### src/sv/psvc_pkg.sv
// Package for the pausable scaled virtual clock: request codes, payload structs
// and fixed constants. Used by psvc_core and pausable_scaled_virtual_clock.
`default_nettype none

package psvc_pkg;

	typedef enum logic [2:0] {
		REQ_TICK  = 3'd0,
		REQ_SET   = 3'd1,
		REQ_STOP  = 3'd2,
		REQ_START = 3'd3,
		REQ_SPEED = 3'd4
	} req_code_t;

	typedef struct packed {
		logic [2:0]         req_type;
		logic [31:0]        real_time_ms;
		logic [31:0]        new_time;
		logic signed [15:0] new_speed;
	} psvc_req_t;

	typedef struct packed {
		logic [31:0] virtual_time;
		logic        stopped;
	} psvc_rsp_t;

	// Speed is unsigned Q8.8; 256 is a speed of 1.0.
	localparam logic [15:0] SPEED_ONE  = 16'd256;
	localparam logic [15:0] SPEED_ZERO = 16'd0;
	localparam int          FRAC_BITS  = 8;

	localparam logic signed [15:0] NEST_MIN = 16'sh8000;
	localparam logic signed [15:0] NEST_MAX = 16'sh7FFF;

endpackage

`default_nettype wire

### src/sv/psvc_core.sv
// Clock state and the combinational update for one request.
// Depends on psvc_pkg for the request codes and payload structs.
`default_nettype none

module psvc_core import psvc_pkg::*; (
	input  wire logic      clk,
	input  wire logic      arst_n,
	input  wire logic      fire,
	input  wire psvc_req_t item,
	output psvc_rsp_t      rsp_next
);

	logic [31:0]        base_q, rebase_q, sampled_q;
	logic signed [15:0] nest_q;
	logic [15:0]        speed_q;

	logic [31:0]        base_d, rebase_d, sampled_d;
	logic signed [15:0] nest_d;
	logic [15:0]        speed_d;

	logic [31:0] elapsed;
	logic [47:0] product;
	logic [31:0] run_time;
	logic [31:0] cur_old;
	logic        old_stopped;
	logic [31:0] vt;

	// A tick samples the new reading first, so its elapsed time uses that
	// reading; every other request works from the stored sample.
	assign elapsed     = ((item.req_type == REQ_TICK) ? item.real_time_ms : sampled_q)
	                     - rebase_q;
	assign product     = {16'd0, elapsed} * {32'd0, speed_q};
	assign run_time    = base_q + product[FRAC_BITS +: 32];
	assign old_stopped = (nest_q != 16'sd0);
	assign cur_old     = old_stopped ? base_q : run_time;

	always_comb begin
		base_d    = base_q;
		rebase_d  = rebase_q;
		sampled_d = sampled_q;
		nest_d    = nest_q;
		speed_d   = speed_q;
		vt        = cur_old;
		unique case (item.req_type)
			REQ_TICK: begin
				sampled_d = item.real_time_ms;
			end
			REQ_SET: begin
				sampled_d = item.real_time_ms;
				rebase_d  = item.real_time_ms;
				base_d    = item.new_time;
				vt        = item.new_time;
			end
			REQ_STOP: begin
				if (!old_stopped) begin
					base_d = run_time;
				end
				if (nest_q != NEST_MIN) begin
					nest_d = nest_q - 16'sd1;
				end
				// Leaving the last nested stop resumes from the old sample.
				vt = (nest_d != 16'sd0) ? base_d : run_time;
			end
			REQ_START: begin
				if (nest_q != NEST_MAX) begin
					nest_d = nest_q + 16'sd1;
				end
				if (nest_d == 16'sd0) begin
					sampled_d = item.real_time_ms;
					rebase_d  = item.real_time_ms;
				end
				vt = base_q;
			end
			REQ_SPEED: begin
				sampled_d = item.real_time_ms;
				rebase_d  = item.real_time_ms;
				base_d    = cur_old;
				speed_d   = item.new_speed[15] ? SPEED_ZERO : item.new_speed;
			end
			default: begin
			end
		endcase
	end

	assign rsp_next.virtual_time = vt;
	assign rsp_next.stopped      = (nest_d != 16'sd0);

	always_ff @(posedge clk or negedge arst_n) begin
		if (!arst_n) begin
			base_q    <= '0;
			rebase_q  <= '0;
			sampled_q <= '0;
			nest_q    <= '0;
			speed_q   <= SPEED_ONE;
		end else if (fire) begin
			base_q    <= base_d;
			rebase_q  <= rebase_d;
			sampled_q <= sampled_d;
			nest_q    <= nest_d;
			speed_q   <= speed_d;
		end
	end

`ifndef SYNTHESIS
	a_speed_range: assert property (@(posedge clk) disable iff (!arst_n)
		!speed_q[15])
		else $error("speed register holds a negative value");
	a_idle_hold: assert property (@(posedge clk) disable iff (!arst_n)
		!fire |=> $stable(nest_q) && $stable(base_q) && $stable(speed_q))
		else $error("clock state changed without a transaction");
	a_stop_flag: assert property (@(posedge clk) disable iff (!arst_n)
		fire |=> ((nest_q != 16'sd0) == $past(rsp_next.stopped)))
		else $error("stopped flag disagrees with nesting counter");
`endif

endmodule

`default_nettype wire

### src/sv/pausable_scaled_virtual_clock.sv
// Top level of the pausable scaled virtual clock: input register, handshake
// and result register around psvc_core. Depends on psvc_pkg and psvc_core.
//
//   channel | valid     | stall     | payload
//   request | req_valid | req_stall | req (psvc_req_t)
//   result  | rsp_valid | rsp_stall | rsp (psvc_rsp_t)
//
// A transaction enters the input register when it is accepted and its result is
// registered in the result register once the result side is free; one transaction
// is accepted every cycle while no stall is held; the 32x16 multiply and add of
// the core sit between the input register and the result register.
// Reset clears the valid flags and loads speed 1.0 with a zero time base.
// A stall on the result side holds the result and, one stage back, the request.
`default_nettype none

module pausable_scaled_virtual_clock import psvc_pkg::*; (
	input  wire logic      clk,
	input  wire logic      arst_n,
	input  wire logic      req_valid,
	output logic           req_stall,
	input  wire psvc_req_t req,
	output logic           rsp_valid,
	input  wire logic      rsp_stall,
	output psvc_rsp_t      rsp
);

	logic      valid_s1;
	psvc_req_t item_s1;
	logic      rsp_valid_q;
	psvc_rsp_t rsp_q;
	psvc_rsp_t rsp_next;
	logic      out_free;
	logic      advance;

	assign out_free  = !rsp_valid_q || !rsp_stall;
	assign advance   = valid_s1 && out_free;
	assign req_stall = valid_s1 && !out_free;

	psvc_core u_core (
		.clk      (clk),
		.arst_n   (arst_n),
		.fire     (advance),
		.item     (item_s1),
		.rsp_next (rsp_next)
	);

	always_ff @(posedge clk or negedge arst_n) begin
		if (!arst_n) begin
			valid_s1 <= 1'b0;
		end else if (!req_stall) begin
			valid_s1 <= req_valid;
		end
	end

	always_ff @(posedge clk) begin
		if (!req_stall && req_valid) begin
			item_s1 <= req;
		end
	end

	always_ff @(posedge clk or negedge arst_n) begin
		if (!arst_n) begin
			rsp_valid_q <= 1'b0;
		end else if (out_free) begin
			rsp_valid_q <= valid_s1;
		end
	end

	always_ff @(posedge clk) begin
		if (advance) begin
			rsp_q <= rsp_next;
		end
	end

	assign rsp_valid = rsp_valid_q;
	assign rsp       = rsp_q;

`ifndef SYNTHESIS
	a_empty_no_stall: assert property (@(posedge clk) disable iff (!arst_n)
		!valid_s1 |-> !req_stall)
		else $error("request stalled with an empty input stage");
	a_advance_out: assert property (@(posedge clk) disable iff (!arst_n)
		advance |=> rsp_valid)
		else $error("advanced transaction produced no result");
	a_stall_cause: assert property (@(posedge clk) disable iff (!arst_n)
		req_stall |-> rsp_valid && rsp_stall)
		else $error("request stalled without a blocked result");
`endif

endmodule

`default_nettype wire

### config.mk
export PLATFORM = sky130hd
export DESIGN_NAME = pausable_scaled_virtual_clock
export DESIGN_NICKNAME = d
export VERILOG_FILES = /design/src/sv/psvc_pkg.sv /design/src/sv/psvc_core.sv /design/src/sv/pausable_scaled_virtual_clock.sv
export SDC_FILE = /design/constraint.sdc
export NUM_CORES = 2
export LEC_CHECK = 0
export BUFFER_PORTS_ARGS = -buffer_cell sky130_fd_sc_hd__clkbuf_2
export CORE_MARGIN = 3
export CORE_UTILIZATION = 50
export DETAILED_ROUTE_END_ITERATION = 6
export GPL_TIMING_DRIVEN = 0
export HOLD_SLACK_MARGIN = 0.02
export PLACE_DENSITY_LB_ADDON = 0.12
export SLEW_MARGIN = 20
export SYNTH_ARGS = -nofsm -noshare
export SYNTH_HDL_FRONTEND = slang
export SYNTH_SLANG_ARGS = --single-unit
### constraint.sdc
create_clock -name clk -period 27.9 [get_ports clk]
set_input_delay 5.58 -clock clk [delete_from_list [all_inputs] [get_ports clk]]
set_output_delay 5.58 -clock clk [all_outputs]
set_load 0.01 [all_outputs]
### Yosys cells after proc, flatten, opt, wreduce, memory -nomap -nowiden

Index checks and enable logic that the tools add are counted.

* bits of input ports: 87
* logic and storage cells: 62
* memory bits (writable): 0
* output and inout port bits: 35
* latch bits: 0
* memories kept: 0
* bits in read-only memories: 0
* flip-flop bits (word level): 246

* bitwise operators: 0
* order comparisons: 0
* multiply operators: 1
* equality and inequality tests: 7
* reduce and logical (&&, ||, !) cells: 23
* div/mod/pow operators: 0
* mux-type cells: 14
* add/sub/neg operators: 4
* shift-type cells: 0

Operator list (count)
* case mux 32 bit (2 select lines): 3
* 2-to-1 mux 32 bit: 4
* case mux 32 bit (3 select lines): 1
* 2-to-1 mux 16 bit: 4
* nonzero test 16 bit: 3
* multiplier 32 x 16 -> 40 bit: 1
* adder 32 bit: 1
* != test 16 bit (second input constant): 2
* case mux 16 bit (2 select lines): 1
* subtractor 32 bit: 1
* adder 16 x 2 -> 16 bit (second input constant): 1
* zero test 16 bit: 1
* subtractor 16 x 2 -> 16 bit (second input constant): 1
* 2-to-1 mux 15 bit: 1
* == test 3 x 2 -> 1 bit (second input constant): 2
* AND reduction 3 bit: 2
* nonzero test 2 bit: 3
* zero test 1 bit: 4
* AND reduction 2 bit: 2
* OR reduction 2 bit: 2
* == test 3 x 1 -> 1 bit (second input constant): 1
* == test 3 bit (second input constant): 1
* logical AND 1 bit: 3
* zero test 3 bit: 1
* other kinds (3): 3

### Longest topological paths before layout

* depth in word-level cells: 8
* gate-level depth with buffers: 50
* mapped depth without buffers: 47

### Hierarchy

A second synthesis with hierarchy kept.

* cells, all modules: 3080
* area, all modules: 28841.4 um2

Modules (own cells, without submodules)
* psvc_core: area each 25265.5 um2, cells an instance 2956, times used 1, seq. area each 3179.3 um2
* pausable_scaled_virtual_clock: area each 3575.9 um2, cells an instance 124, times used 1, seq. area each 3533.4 um2

### Worst setup path before layout

No wires, ideal clock.

* path type: register to register
* start point: register item_s1[81] (netlist bit)
* end point: register rsp_q (netlist bit rsp[32]), data pin
* path buffers: 3
* period minus slack after synthesis: 11.678 ns
* setup time: 0.168 ns
* data required time: 27.732 ns
* path slack: 16.222 ns
* stages on the path, launching flop included: 49
* arrival: 11.510 ns
* path through: edfxtp_1 -> clkbuf_1 -> nor3_1 -> clkbuf_1 -> mux2i_1 -> ha_1 -> inv_1 -> fa_1 -> a21o_1 -> a221oi_4 -> a221oi_2 -> a41o_2 -> and3_4 -> a211oi_1 -> xnor2_1 -> clkbuf_1 -> nand2_1 -> fa_1 -> [... 13 more ...] -> and3_1 -> o31a_1 -> o21a_1 -> o21a_1 -> nor2_1 -> xnor2_1 -> ha_1 -> and3_1 -> a21oi_1 -> o21ai_0 -> a31oi_1 -> nor4_1 -> o31a_1 -> o21ai_0 -> o2bb2ai_1 -> xnor2_1 -> xnor3_1 -> a221oi_2

RTL lines
* start: declaration: RTL line pausable_scaled_virtual_clock.sv:28 `psvc_req_t item_s1;`
* start signal: assignment: RTL line pausable_scaled_virtual_clock.sv:57 `item_s1 <= req;`
* end signal: assignment: RTL line pausable_scaled_virtual_clock.sv:71 `rsp_q <= rsp_next;`
* end: declaration: RTL line pausable_scaled_virtual_clock.sv:30 `psvc_rsp_t rsp_q;`

==> results.cfg <==
[logic_synthesis]
ys.flop_type = dfrtp_1
synth_common_cells = inv_1 (497), nand2_1 (437), fa_1 (369)
yosysMostFrequentCell = inv_1
synth_area_leaders = fa_1 (26%), edfxtp_1 (12%), dfrtp_1 (11%)
synth_top_area_share_pct = 25.6
yosys.area_share.simple_pct = 15.6
synth-adder-area-share_pct = 33.1
synthArstFlopShare_pct = 52.7
synth_compound_area_share_pct = 11.8
synth-edff-count = 116
yosysWarnings = 0
netlist_area_um2 = 28800
postSynthCellCount = 3157
synth_fp_nets = 3785
ys_seq_area_share_pct = 23.3
syn_area_per_cell_um2 = 9.14
synth_cell_types = 75
ys_ff_latch = 245
synth_largest_area_cell = fa_1
synth_top_family_by_area = adder cells
synth_xor_area_share_pct = 3.41
synthMuxAreaShare_pct = 4.29

[clock_tree]
cts_tree = done
clk_pin_slew_worst_paths_ps = 60
ctsResizeCount = 0
cts.sinks = 245
post_cts_buffers = 0
htree_levels = 1
cts_buffer_depth = 3
clock-root-buffer = clkbuf_16
ctsHoldBuffers = 0
cts_made_buffers = 30
clock_latency_ps = 580

[routing]
postRouteAntennaNets = 0
wl_per_cell_um = 22.4
dr_total_vias = 23500
drc = 0
drt_iter0_markers = 2012
dr.pass1.iters = 6
routed_wl_um = 91700
vias_per_cell = 5.74

[status]
status = finished clean

[critical_path]
arrival_ps = 15230
endpoint_kind = flop
cp-start-kind = flop
path_class = flop to flop
required_ps = 28270
cpPeakStageDelay_ps = 650
cp_max_fo = 10
path_delay_family = adder cells
cp.buffers_inverters = 7
cpMaxStageDelayCell = clkbuf_1
worstSetupPathDepth = 48
crit_top_cell = fa_1
worstRegToRegCells = 48

[timing]
period_minus_slack_ps = 14860
hold_viol = 0
setup_slack_ps = 13040
final.period_utilization_pct = 53.3
slew_viol_final = 0
skew_ps = 18.2
tns_ps = 0
tightest_slew_ps = 1260
clock.fmax_mhz = 67.3
relSlewSlack_pct = 15.2
setup_violations = 0
rsz0062_at_grt = no

[global_routing]
grt_max_degree = 82
overflow = 0
grt_pass1_vias = 24100
grtUsageTotal_pct = 30.7
antenna_found_initial = 4
grt_pass1_wl_um = 142000

[cells_and_area]
n_fill_cell = 5145
insertedDiodeCount = 0
num-nets-final = 3941
drive_gt1_share_pct = 9.11
area_growth_pct = 9.45

[placement]
io_buffers = 121
pre_cts_ws_ps = 13010
hpwl_um = 72700
gp_congestion = 0.946

[floorplanning]
rows = 87
initial_core_util_pct = 50.9
die_area_um2 = 60600
die_y_um = 246
ioPinCount = 122
die_w_um = 246
core-area_um2 = 56700

[flow_run]
maxCapViolCount = 0

[worst_hold_path]
min_path_type = flop to flop
holdPathStages = 1
## metrics by stage
stage | hold WS [ps] | util, % | instance area (um2) | cells
4_1_cts | 505 | 55.6 | 31500 | 4093
3_3_place_gp | 475 | 53.6 | 30400 | 4034
2_1_floorplan | 457 | - | 28800 | 3157
6_report | 503 | 55.7 | 31600 | 4093
5_1_grt | 518 | 55.7 | 31600 | 4093
3_5_place_dp | 490 | 53.8 | 30500 | 4037
## state kept, by name, indices dropped and copies added (netlist names)
| signal | flops |
|---|---|
| u_core.speed_q | 15 |
| valid_s1 | 1 |
| rsp | 33 |
| u_core.nest_q | 16 |
| item_s1 | 83 |
| u_core.base_q | 32 |
| u_core.sampled_q | 32 |
| u_core.rebase_q | 32 |
| rsp_valid | 1 |
## metal layers
metal	wire, um	up-vias	track usage (%)
met5	41	-	0
met4	3330	6	10.1
met3	7020	202	5.17
met2	41700	1011	48.6
met1	39700	11700	43.0
li1	-	10500	-
## final timing paths
| check | startpoint | end | slack (ps) |
|---|---|---|---|
| worst max-delay path | item_s1[81] | rsp[32] | 13040 |
| worst min-delay path | u_core.sampled_q[2] | u_core.sampled_q[2] | 500 |
| worst max register to register | item_s1[81] | rsp[32] | 13040 |
| worst min register to register | u_core.sampled_q[2] | u_core.sampled_q[2] | 500 |
| max in group asynchronous | arst_n | u_core.base_q[3] | 22110 |
| min in group asynchronous | arst_n | u_core.sampled_q[21] | 4960 |
## area by class of cell
cell class,instances,area (um2),share of cell area (%)
plain buffers,162,618,1.96
clock buffers,42,868,2.75
clock inverters,14,190,0.602
inverters,497,1870,5.91
multi-input cells,2253,19700,62.3
flip-flops and latches,245,6710,21.3
well taps,756,946,3.00
repair buffers,124,689,2.18
## logic make-up after synthesis
family | Yosys count
and+or+nand+nor | 953
buffers and inverters | 659
AOI/OAI and AO/OA | 541
adders and majority gates | 541
DFF | 245
muxes | 112
xor gates and xnor gates | 106
## layout by cell type, fill, tap and decap left out, types with 10 or more instances in the layout
master	synthesis	final
o22ai_1	14	14
o21a_1	20	20
nor2_1	131	131
mux2i_1	18	18
dfrtp_1	128	128
o21ai_0	138	138
buf_1	11	10
clkbuf_1	144	151
ha_1	172	172
clkbuf_2	0	120
a211oi_1	14	14
nand3_1	26	26
xnor2_1	75	72
nand2_1	437	437
a311oi_1	25	25
a31oi_1	25	25
mux2_2	94	94
clkbuf_16	0	32
and2_1	196	195
a21oi_1	182	182
nor2b_1	30	30
and3_1	12	12
a21o_1	25	25
a22oi_1	17	17
nor3_1	39	38
xor2_1	26	26
inv_1	497	497
nand2b_1	38	38
fa_1	369	369
edfxtp_1	116	116
Power is not shown: default switching activity piles up to over one toggle a cycle in this logic, so the estimate is an artifact.
